--- src/rtl/core/itp_pkg.sv ---
// itp_pkg: shared types, constants and character helpers for the integer text parser
// used by integer_text_parser and its port checker; no dependencies
`default_nettype none

package itp_pkg;

  localparam int unsigned ValueBits = 32;
  localparam int unsigned IndexBits = 16;
  localparam int unsigned BaseBits  = 6;
  localparam int unsigned CfgIdxBits  = 4;
  localparam int unsigned CfgDataBits = 8;

  // configuration register indexes
  localparam logic [CfgIdxBits-1:0] CfgNumberBase   = CfgIdxBits'(0);
  localparam logic [CfgIdxBits-1:0] CfgSignedResult = CfgIdxBits'(1);

  // digit value returned for a character that is no digit
  localparam logic [BaseBits-1:0] NoDigit = BaseBits'(36);

  typedef struct packed {
    logic [7:0] char_code;
    logic       last;
  } in_word_t;

  typedef struct packed {
    logic [ValueBits-1:0] value;
    logic [IndexBits-1:0] end_index;
    logic                 converted;
    logic                 range_error;
  } out_word_t;

  // 0..35 for a digit character in any case, NoDigit otherwise
  function automatic logic [BaseBits-1:0] digit_of(input logic [7:0] c);
    logic [BaseBits-1:0] d;
    d = NoDigit;
    if (c >= 8'h30 && c <= 8'h39) begin
      d = BaseBits'(c - 8'h30);
    end else if (c >= 8'h61 && c <= 8'h7a) begin
      d = BaseBits'(c - 8'h61 + 8'd10);
    end else if (c >= 8'h41 && c <= 8'h5a) begin
      d = BaseBits'(c - 8'h41 + 8'd10);
    end
    return d;
  endfunction

  function automatic logic is_blank(input logic [7:0] c);
    return (c == 8'h20) || (c >= 8'h09 && c <= 8'h0d);
  endfunction

endpackage

`default_nettype wire

--- src/rtl/core/integer_text_parser.sv ---
// integer_text_parser: streaming strtol/strtoul style parser, one character per word
// depends on itp_pkg for the word structs, config indexes and character helpers
`default_nettype none

// datapath: input register, parse step and overflow check, then result register
// throughput: one character per cycle, unless a last character waits on a full and
//   undrained result register; the parse step is one 32x6 multiply-add
// reset: asynchronous, active low; clears parser state, both valid flags and sets
//   number_base to 0 (auto) and signed_result to 1
module integer_text_parser (
  input  wire                            clk_i,
  input  wire                            rst_ni,
  // character words
  input  wire                            in_valid_i,
  output logic                           in_ready_o,
  input  itp_pkg::in_word_t              in_word_i,
  // result words
  output logic                           out_valid_o,
  input  wire                            out_ready_i,
  output itp_pkg::out_word_t             out_word_o,
  // configuration writes
  input  wire                            cfg_valid_i,
  output logic                           cfg_ready_o,
  input  wire [itp_pkg::CfgIdxBits-1:0]  cfg_index_i,
  input  wire [itp_pkg::CfgDataBits-1:0] cfg_data_i
);
  import itp_pkg::*;

  // parse phases
  localparam logic [2:0] PhSpace  = 3'd0;  // skipping leading whitespace
  localparam logic [2:0] PhSigned = 3'd1;  // sign seen, number not started
  localparam logic [2:0] PhZero   = 3'd2;  // leading zero seen, x may follow
  localparam logic [2:0] PhXseen  = 3'd3;  // 0x seen, waiting for a hex digit
  localparam logic [2:0] PhDigits = 3'd4;  // inside the digit run
  localparam logic [2:0] PhDone   = 3'd5;  // conversion stopped, wait for last

  localparam logic [IndexBits-1:0] PosMax = '1;
  localparam logic [ValueBits-1:0] Half   = {1'b1, {(ValueBits-1){1'b0}}};

  // configuration registers
  logic [BaseBits-1:0] number_base_q;
  logic                signed_result_q;

  assign cfg_ready_o = 1'b1;

  always_ff @(posedge clk_i or negedge rst_ni) begin
    if (!rst_ni) begin
      number_base_q   <= '0;
      signed_result_q <= 1'b1;
    end else if (cfg_valid_i) begin
      unique case (cfg_index_i)
        CfgNumberBase:   number_base_q   <= cfg_data_i[BaseBits-1:0];
        CfgSignedResult: signed_result_q <= cfg_data_i[0];
        default: ;  // writes to unknown indexes are dropped
      endcase
    end
  end

  // input register
  logic     in_valid_q;
  in_word_t in_word_q;
  logic     fire;

  // the parse step runs when a character is held and, if it closes a string,
  // the result register is free or being drained this cycle
  assign fire       = in_valid_q && (!in_word_q.last || !out_valid_o || out_ready_i);
  assign in_ready_o = !in_valid_q || fire;

  always_ff @(posedge clk_i or negedge rst_ni) begin
    if (!rst_ni) begin
      in_valid_q <= 1'b0;
    end else if (in_ready_o) begin
      in_valid_q <= in_valid_i;
    end
  end

  always_ff @(posedge clk_i) begin
    if (in_valid_i && in_ready_o) begin
      in_word_q <= in_word_i;
    end
  end

  // per-string parser state
  logic [2:0]           phase_q, phase_d;
  logic [BaseBits-1:0]  base_q, base_d;
  logic [ValueBits-1:0] acc_q, acc_d;
  logic                 ovf_q, ovf_d;
  logic                 neg_q, neg_d;
  logic                 any_q, any_d;
  logic [IndexBits-1:0] pos_q, pos_d;
  logic [IndexBits-1:0] endpos_q, endpos_d;

  // shared digit step: acc * base + digit, with overflow check
  logic                    take_en;
  logic [BaseBits-1:0]     take_base;
  logic [BaseBits-1:0]     take_dig;
  logic                    take_ok;
  logic [ValueBits+BaseBits-1:0] prod;
  logic [ValueBits+BaseBits:0]   sum;
  logic                    sum_ovf;

  logic [7:0]          c;
  logic [BaseBits-1:0] c_dig;
  logic [IndexBits-1:0] pos_after;
  logic                start;
  logic                zero_start;
  logic [BaseBits-1:0] start_base;

  assign c         = in_word_q.char_code;
  assign c_dig     = digit_of(c);
  assign pos_after = (pos_q == PosMax) ? PosMax : pos_q + IndexBits'(1);

  // first character after whitespace and sign: a lone zero in base 0 or 16
  // may open a hex prefix, base 0 otherwise means decimal
  assign zero_start = (c == 8'h30) &&
                      (number_base_q == BaseBits'(0) || number_base_q == BaseBits'(16));
  always_comb begin
    if (zero_start) begin
      start_base = (number_base_q == BaseBits'(0)) ? BaseBits'(8) : BaseBits'(16);
    end else begin
      start_base = (number_base_q == BaseBits'(0)) ? BaseBits'(10) : number_base_q;
    end
  end

  assign prod    = {{BaseBits{1'b0}}, acc_q} * {{ValueBits{1'b0}}, take_base};
  assign sum     = {1'b0, prod} + (ValueBits+BaseBits+1)'(take_dig);
  assign sum_ovf = |sum[ValueBits+BaseBits:ValueBits];
  assign take_ok = (take_base >= BaseBits'(2)) && (take_base <= BaseBits'(36)) &&
                   (take_dig < take_base);

  always_comb begin
    phase_d   = phase_q;
    base_d    = base_q;
    acc_d     = acc_q;
    ovf_d     = ovf_q;
    neg_d     = neg_q;
    any_d     = any_q;
    endpos_d  = endpos_q;
    pos_d     = pos_after;
    start     = 1'b0;
    take_en   = 1'b0;
    take_base = base_q;
    take_dig  = c_dig;

    unique case (phase_q)
      PhSpace: begin
        if (is_blank(c)) begin
          phase_d = PhSpace;
        end else if (c == 8'h2b || c == 8'h2d) begin
          neg_d   = (c == 8'h2d);
          phase_d = PhSigned;
        end else begin
          start = 1'b1;
        end
      end
      PhSigned: start = 1'b1;
      PhZero: begin
        if (c == 8'h78 || c == 8'h58) begin
          phase_d = PhXseen;
        end else begin
          take_en = 1'b1;
        end
      end
      PhXseen: begin
        if (c_dig < BaseBits'(16)) begin
          base_d    = BaseBits'(16);
          take_base = BaseBits'(16);
          take_en   = 1'b1;
        end else begin
          phase_d = PhDone;
        end
      end
      PhDigits: take_en = 1'b1;
      default:  phase_d = PhDone;
    endcase

    if (start) begin
      base_d    = start_base;
      take_base = start_base;
      take_dig  = zero_start ? BaseBits'(0) : c_dig;
      take_en   = 1'b1;
    end

    if (take_en) begin
      if (!take_ok) begin
        phase_d = PhDone;
      end else begin
        if (sum_ovf) begin
          acc_d = '1;
          ovf_d = 1'b1;
        end else begin
          acc_d = sum[ValueBits-1:0];
        end
        any_d    = 1'b1;
        endpos_d = pos_after;
        // a leading zero keeps the prefix check open
        phase_d  = (start && zero_start) ? PhZero : PhDigits;
      end
    end
  end

  always_ff @(posedge clk_i or negedge rst_ni) begin
    if (!rst_ni) begin
      phase_q  <= PhSpace;
      base_q   <= '0;
      acc_q    <= '0;
      ovf_q    <= 1'b0;
      neg_q    <= 1'b0;
      any_q    <= 1'b0;
      pos_q    <= '0;
      endpos_q <= '0;
    end else if (fire) begin
      if (in_word_q.last) begin
        // string closed: start over for the next one
        phase_q  <= PhSpace;
        base_q   <= '0;
        acc_q    <= '0;
        ovf_q    <= 1'b0;
        neg_q    <= 1'b0;
        any_q    <= 1'b0;
        pos_q    <= '0;
        endpos_q <= '0;
      end else begin
        phase_q  <= phase_d;
        base_q   <= base_d;
        acc_q    <= acc_d;
        ovf_q    <= ovf_d;
        neg_q    <= neg_d;
        any_q    <= any_d;
        pos_q    <= pos_d;
        endpos_q <= endpos_d;
      end
    end
  end

  // result shaping from the state after this character
  out_word_t            res;
  logic [ValueBits-1:0] acc_neg;

  assign acc_neg = '0 - acc_d;

  always_comb begin
    res = '0;
    if (any_d) begin
      res.converted = 1'b1;
      res.end_index = endpos_d;
      if (signed_result_q) begin
        if (neg_d) begin
          if (ovf_d || acc_d > Half) begin
            res.value       = Half;
            res.range_error = 1'b1;
          end else begin
            res.value = acc_neg;
          end
        end else begin
          if (ovf_d || acc_d > Half - ValueBits'(1)) begin
            res.value       = Half - ValueBits'(1);
            res.range_error = 1'b1;
          end else begin
            res.value = acc_d;
          end
        end
      end else begin
        if (ovf_d) begin
          // sign is ignored on unsigned overflow
          res.value       = '1;
          res.range_error = 1'b1;
        end else begin
          res.value = neg_d ? acc_neg : acc_d;
        end
      end
    end
  end

  // result register
  logic      out_valid_q;
  out_word_t out_word_q;

  always_ff @(posedge clk_i or negedge rst_ni) begin
    if (!rst_ni) begin
      out_valid_q <= 1'b0;
    end else if (fire && in_word_q.last) begin
      out_valid_q <= 1'b1;
    end else if (out_ready_i) begin
      out_valid_q <= 1'b0;
    end
  end

  always_ff @(posedge clk_i) begin
    if (fire && in_word_q.last) begin
      out_word_q <= res;
    end
  end

  assign out_valid_o = out_valid_q;
  assign out_word_o  = out_word_q;

endmodule

`default_nettype wire

--- config.mk ---
export PLATFORM = sky130hd
export DESIGN_NAME = integer_text_parser
export DESIGN_NICKNAME = d
export VERILOG_FILES = /design/src/rtl/core/itp_pkg.sv /design/src/rtl/core/integer_text_parser.sv
export SDC_FILE = /design/constraint.sdc
export NUM_CORES = 1
export LEC_CHECK = 0
export ABC_AREA = 1
export BUFFER_PORTS_ARGS = -buffer_cell sky130_fd_sc_hd__clkbuf_2
export CORE_MARGIN = 5
export CORE_UTILIZATION = 45
export DETAILED_ROUTE_END_ITERATION = 16
export GPL_ROUTABILITY_DRIVEN = 0
export GPL_TIMING_DRIVEN = 0
export SYNTH_ARGS = -nofsm -noshare
export SYNTH_HDL_FRONTEND = slang
export SYNTH_SLANG_ARGS = --single-unit
--- constraint.sdc ---
create_clock -name clk_i -period 9.3 [get_ports clk_i]
set_input_delay 0.465 -clock clk_i [delete_from_list [all_inputs] [get_ports clk_i]]
set_output_delay 0.465 -clock clk_i [all_outputs]
set_load 0.01 [all_outputs]
==> results of run 1 <==
-- registers in the layout, summed over array words and instances (netlist names) --
signal and cells:
any_q 1, signed_result_q 1, number_base_q 6, phase_q 3, ovf_q 1, c 8, acc_q 32, pos_q 16
endpos_q 16, in_valid_q 1, in_word_q 1, out_valid_o 1, neg_q 1, out_word_o 50, base_q 6
-- through the flow --
step	total power, uW	hold WS (ns)	cell area [um^2]	setup TNS (ns)
2_1_floorplan	4350	0.169	15500	0
3_3_place_gp	5630	0.462	16400	-3.76
3_5_place_dp	5670	0.468	16500	-3.33
4_1_cts	6410	0.0451	17000	0
5_1_grt	7100	0.0785	17200	-0.0642
6_report	6530	0.0304	17200	0
-- critical path, delay by kind of cell, from the launching register on --
family,cells,cell delay (ns)
and+or+nand+nor,21,3.23
adders and majority gates,6,2.44
buffers and inverters,9,1.31
AOI/OAI and AO/OA,7,1.16
DFF,1,0.49
-- repair_timing --
action / in CTS / in global routing
setup endpoints to repair: 33 / 33
pin swaps: 1 / 2
gates resized for setup: 6 / 42
cloned: 0 / 0
buffers inserted: 1 / 11
endpoints found under the hold margin: 0 / 0
-- report_power, final --
part / internal (uW) / switching [uW] / total [uW]
Combinational: 1570 / 3350 / 4920
Sequential: 856 / 68.9 / 925
Clock: 363 / 320 / 683
-- routing by layer --
layer  wire (um)  GRT usage, %  vias to the layer above
met4        1320          7.65                        0
li1            -             -                     6812
met1       20600          33.7                     6767
met3        2550          3.12                       82
met5           0             0                        -
met2       21600          39.7                      455
-- how the worst max path moves through the flow --
| stage | startpoint | to | slack (ns) | depth (start not counted) |
|---|---|---|---|---|
| after floorplan | c[4]$_DFFE_PP_ | out_word_o[20]$_SDFFCE_PP0P_ | 1.61 | 49 |
| after global placement | c[0]$_DFFE_PP_ | out_word_o[28]$_SDFFCE_PP0P_ | -0.25 | 51 |
| after detailed placement | c[0]$_DFFE_PP_ | out_word_o[24]$_SDFFCE_PP0P_ | -0.23 | 51 |
| after CTS | c[0]$_DFFE_PP_ | out_word_o[24]$_SDFFCE_PP0P_ | 0.03 | 51 |
| after global routing | c[1]$_DFFE_PP_ | out_word_o[24]$_SDFFCE_PP0P_ | -0.03 | 51 |
| final | c[0]$_DFFE_PP_ | out_word_o[29]$_SDFFCE_PP0P_ | 0.45 | 43 |
-- logic make-up (layout without fill, tap and decap cells) --
| family | after synthesis | in the layout | synth area share (%) |
|---|---|---|---|
| other | 1 | 1 | 0.0242 |
| AO/OA/AOI/OAI | 289 | 289 | 10.8 |
| AND/OR/NAND/NOR | 1018 | 1018 | 28.9 |
| multiplexers | 2 | 2 | 0.146 |
| adder cells (fa/ha/maj) | 226 | 226 | 24.3 |
| flip-flops | 144 | 144 | 25.2 |
| XOR/XNOR | 52 | 52 | 2.99 |
| buffers and inverters | 288 | 408 | 7.68 |
-- placed cells by master, fill, tap and decap left out, types with 35 or more instances in the layout --
master,count
inv_1,203
nand3_1,75
o22ai_1,49
clkbuf_2,88
dfrtp_1,84
ha_1,101
fa_1,124
nor2_1,361
nand2_1,413
a21oi_1,84
o21ai_0,86
nand4_1,38
nor3_1,35
edfxtp_1,59
-- area by class of cell --
| class | count | area, um^2 | area share (%) |
|---|---|---|---|
| multi-input combinational | 1588 | 10400 | 60.6 |
| sequential | 144 | 3900 | 22.7 |
| inverter | 223 | 845 | 4.92 |
| tap | 455 | 569 | 3.31 |
| timing repair buffer | 89 | 515 | 3.00 |
| clock buffer | 18 | 439 | 2.56 |
| buffer | 64 | 368 | 2.14 |
| clock inverter | 14 | 133 | 0.772 |
==> results.md, run 1 <==
* **outcome** finished, final reports clean
* **endpoints failing hold** 0
* **share of final-layout standard cells stronger than drive strength 1** 13.0%
* **maximum vdd ir drop** 0.000169 V
* **Port Buffers** 75
* **Unique masters post-synth** 57
* **Clock Skews** 0.0162 ns
* **Pre-Repair DR Iteration Count** 5
* **share of synthesized registers carrying an async set or reset** 59.0%
* **achievable frequency** 0.113 GHz
* **count leader, synth** nand2_1
* **instance count of the mapped netlist** 2,020
* **grt ovf** 0
* **Netlist Area Pre-Place** 0.0155 mm^2
* **first-pass GRT wire length** 74,700 um
* **dominant cells by area after synthesis** fa_1 16%, dfrtp_1 14%, edfxtp_1 11%, nand2_1 10%, nor2_1 8.8%
* **remaining number of nets flagged by the antenna check after routing** 0
* **fraction of the yosys area taken by sequential cells** 25.2%
* **worst-case reg-to-reg path depth** 43
* **pin count of the biggest net entering global routing** 52
* **number of buffers inserted for hold repair after clock tree synthesis** 0
* **via count normalized by instance count** 5.44
* **top flip-flop cell by instance count after synthesis** dfrtp_1
* **capture point of the worst reg-to-reg path** out_word_o[29]$_SDFFCE_PP0P_
* **FILL cells** 3,428
* **Chip Height** 195 um
* **clock tree from TritonCTS** yes
* **vias in the first global route** 14,000
* **slowest stage cell, crit path** fa_1
* **DP Worst Slack** -0.227 ns
* **antenna diode instance count** 0
* **estimated wirelength of the detail-placed design** 37,600 um
* **depth of the CTS H-tree** 4
* **Layout Utilization** 50.2%
* **number of nets in the layout** 2,379
* **leakage power figure** 0.00833 uW
* **DRT Wirelength** 46,100 um
* **number of ports placed on the die boundary** 79
* **Worst R2R Setup Slack** 0.45 ns
* **launch instance of the worst register-to-register path** c[0]$_DFFE_PP_
* **horizontal die dimension** 195 um
* **final worst setup slack** 0.453 ns
* **cell seen most often among critical-path stages** nand2_1
* **path type of the worst setup path** flip-flop to flip-flop
* **worst stage delay on the critical path** 0.55 ns
* **final worst-path cycle share** 95.1%
* **GRT Util Overall** 24.3%
* **number of placement rows** 68
* **max_slew headroom** 43.1%
* **First DRT Iteration DRCs** 1,031
* **fin crit period** 8.85 ns
* **Die Area** 0.0382 mm^2
* **clock transition at the register clock pins on the worst setup and hold paths after CTS** 0.08 ns
* **type of the tightest min-delay check** input pin to async pin
* **total number of clock tree sinks** 144
* **number of buffers created by CTS** 17
* **worst path required time** 9.55 ns
* **P per Cell Area** 380 mW/mm^2
* **number of pins exceeding their max-slew limit in the final report** 0
* **starting density of the core** 45.2%
* **final instance count without filler cells** 2,595
* **top post-synthesis cells by count** 413 x nand2_1, 364 x nor2_1, 208 x inv_1
* **top cell type's share of synthesized area** 16.0%
* **#FFs+latches synth** 144
* **Tightest Pin Transition** 0.849 ns
* **Wirelength per Cell** 17.8 um
* **Placed Cells incl. Taps** 2,552
* **Syn-to-layout area delta** 11.1%
* **Setup-failing EPs final** 0
* **worst-path fanout max** 10
* **antenna violations before repair** 0
* **arrival time of data at the critical path endpoint** 9.10 ns
* **Root Driver** clkbuf_16
* **Post-Syn Nets** 2,272
* **kind of launch point of the worst setup path** flip-flop
* **post-synth top area cell** fa_1
* **total of warnings raised by yosys** 0
* **number of flops mapped to enable cells by yosys** 59
* **number of vias in the routed layout** 14,100
* **Max-cap violations** 0
* **clock latency at the later pin of the worst-skew pair** 0.44 ns
* **Worst Setup End Kind** flip-flop
* **synthesized area per cell** 7.66 um^2
* **DRC violation count after routing** 0
* **Core Footprint** 0.0342 mm^2
* **deepest clock path buffer count** 2
Note: power is estimated with default switching activity, not from simulation.
==> run 2: changes to the inputs <==
--- a/config.mk
+++ b/config.mk
@@ -7,11 +7,14 @@
 export LEC_CHECK = 0
 export ABC_AREA = 1
 export BUFFER_PORTS_ARGS = -buffer_cell sky130_fd_sc_hd__clkbuf_2
+export CAP_MARGIN = 20
+export CORE_ASPECT_RATIO = 0.75
 export CORE_MARGIN = 5
 export CORE_UTILIZATION = 45
 export DETAILED_ROUTE_END_ITERATION = 16
 export GPL_ROUTABILITY_DRIVEN = 0
 export GPL_TIMING_DRIVEN = 0
+export RECOVER_POWER = 100
 export SYNTH_ARGS = -nofsm -noshare
 export SYNTH_HDL_FRONTEND = slang
 export SYNTH_SLANG_ARGS = --single-unit
==> run 2 against run 1 <==
  * The flow now finishes with violations (max-capacitance violations, max-slew violations)
  * Sequential share of layout area increased by 0.22 points
  * Combinational power increased by 2%
  * Maximum frequency decreased by 0.61%
  * Via count increased by 2.5%
  * Critical path type unchanged
  * Largest cell class unchanged
==> results.md, run 2 (synthesized netlist as in run 1, its figures left out) <==
* **type of the tightest min-delay check** input pin to flip-flop
* **number of placement rows** 58
* **total number of clock tree sinks** 144
* **number of pins exceeding their max-slew limit in the final report** 116
* **Pre-Repair DR Iteration Count** 5
* **final worst-path cycle share** 95.7%
* **worst path required time** 9.55 ns
* **P per Cell Area** 390 mW/mm^2
* **DRC violation count after routing** 0
* **Largest register FFs** 50
* **FILL cells** 3,413
* **Die Area** 0.0382 mm^2
* **Syn-to-layout area delta** 9.99%
* **fin crit period** 8.90 ns
* **depth of the CTS H-tree** 4
* **maximum vdd ir drop** 0.000190 V
* **remaining number of nets flagged by the antenna check after routing** 0
* **clock latency at the later pin of the worst-skew pair** 0.44 ns
* **worst-case reg-to-reg path depth** 42
* **final cell area excluding filler cells** 0.0170 mm^2
* **arrival time of data at the critical path endpoint** 9.15 ns
* **via count normalized by instance count** 5.59
* **Tightest Pin Transition** 3.48 ns
* **clock transition at the register clock pins on the worst setup and hold paths after CTS** 0.06 ns
* **achievable frequency** 0.112 GHz
* **horizontal die dimension** 224 um
* **DRT Wirelength** 50,800 um
* **Setup-failing EPs final** 0
* **failing checks** max-capacitance violations, max-slew violations
* **vias in the first global route** 13,500
* **depth of the worst hold-timing path** 1
* **sequential share of power** 14.1%
* **combinational fraction of design power** 75.9%
* **Sw Share** 58.5%
* **number of buffers created by CTS** 17
* **share of final-layout standard cells stronger than drive strength 1** 9.64%
* **number of nets in the layout** 2,377
* **kind of launch point of the worst setup path** flip-flop
* **GRT Util Overall** 26.3%
* **deepest clock path buffer count** 2
* **pin count of the biggest net entering global routing** 59
* **Root Driver** clkbuf_16
* **antenna diode instance count** 0
* **number of vias in the routed layout** 14,500
* **Core Footprint** 0.0337 mm^2
* **commonest non-fill, non-tap cell in the layout** nand2_1
* **Worst Setup End Kind** flip-flop
* **cell internal pwr** 2760 uW
* **Clock Skews** 0.0117 ns
* **Sequential Area** 0.00390 mm^2
* **antenna violations before repair** 0
* **instance area at placement** 0.0165 mm^2
* **Port Buffers** 75
* **part of the total power dissipated in the clock network** 10.0%
* **worst stage delay on the critical path** 0.52 ns
* **clock tree from TritonCTS** yes
* **starting density of the core** 45.8%
* **first-pass GRT wire length** 78,300 um
* **estimated wirelength of the detail-placed design** 41,400 um
* **net load switching power** 3880 uW
* **path type of the worst setup path** flip-flop to flip-flop
* **Chip Height** 171 um
* **First DRT Iteration DRCs** 1,531
* **commonest cells after routing, fill and taps aside** 420 x nand2_1, 357 x nor2_1, 211 x inv_1
* **area of the multi-input gates** 0.0104 mm^2
* **Max-cap violations** 3
* **slowest stage cell, crit path** fa_1
* **grt ovf** 0
* **outcome** complete, but fails checks
* **leakage power figure** 0.00813 uW
* **endpoints failing hold** 0
* **final worst hold slack** 0.208 ns
* **number of ports placed on the die boundary** 79
* **max_slew headroom** -132%
* **Wirelength per Cell** 19.6 um
* **worst-path fanout max** 17
-- run 2: cell count changes in the layout (fill, tap and decap cells not counted), sizes merged --
cell	delta
bufinv	+1
inv	-9
clkinv	+7
buf	-5
clkinvlp	-1
clkbuf	+5
-- run 2: area by class of cell --
| cell class | count | share of cell area, % |
|---|---|---|
| Multi-Input combinational cell | 1588 | 61.2 |
| Clock buffer | 20 | 2.57 |
| Clock inverter | 12 | 0.662 |
| Inverter | 223 | 5.01 |
| Timing Repair Buffer | 87 | 2.30 |
| Sequential cell | 144 | 22.9 |
| Tap cell | 450 | 3.31 |
| Buffer | 64 | 2.04 |
-- run 2: repair_timing --
item                                    4_1_cts  5_1_grt
setup buffers                                 4        6
gates resized for setup                      21       42
hold buffers                                  0        0
endpoints found under the hold margin         0        0
endpoints found under the setup margin       33       33
pin swaps                                     2        5
-- run 2: path summary, 6_finish.rpt --
path                                          start                            to  slack, ns
setup / recovery                     c[0]$_DFFE_PP_  out_word_o[34]$_SDFFCE_PP0P_       0.40
hold / removal                         in_word_i[7]                c[6]$_DFFE_PP_       0.21
setup reg to reg                     c[0]$_DFFE_PP_  out_word_o[34]$_SDFFCE_PP0P_       0.40
hold reg to reg            endpos_q[10]$_DFFE_PN0P_      endpos_q[10]$_DFFE_PN0P_       0.49
max in group asynchronous                    rst_ni          pos_q[7]$_DFFE_PN0P_       4.91
min in group asynchronous                    rst_ni  number_base_q[5]$_DFFE_PN0P_       0.40
-- run 2: power groups by stage --
stage / logic [uW] / registers (uW) / clock network (uW)
after floorplan: 3410 / 946 / 0
after global placement: 4790 / 942 / 0
after detailed placement: 4850 / 947 / 0
after CTS: 4940 / 936 / 669
after global routing: 5510 / 953 / 702
final: 5040 / 937 / 663
-- run 2: critical path, delay by kind of cell, from the launching register on --
family,cells,cell delay (ns)
compound gates,5,1.01
fa+ha+maj,7,2.63
simple gates,23,3.45
buf+inv,7,1.10
flops,1,0.49
-- run 2: through the flow --
step	total power [uW]	worst slack (ns)	util (%)	std cells	TNS, ns
2_1_floorplan	4350	1.61	-	2020	0
3_3_place_gp	5740	-1.00	48.6	2545	-24.20
3_5_place_dp	5790	-0.935	48.8	2547	-22.23
4_1_cts	6550	-0.00185	50.6	2583	-0.00185
5_1_grt	7170	-0.0120	50.4	2588	-0.0226
6_report	6640	0.398	50.4	2588	0
-- run 2: per-layer routing --
metal,vias to the layer above,track usage [%],part of all wire (%)
met1,7022,40.9,47
met4,0,4.69,1.1
met3,43,8.92,12
met5,-,0,0
met2,610,35.7,40
li1,6796,-,-
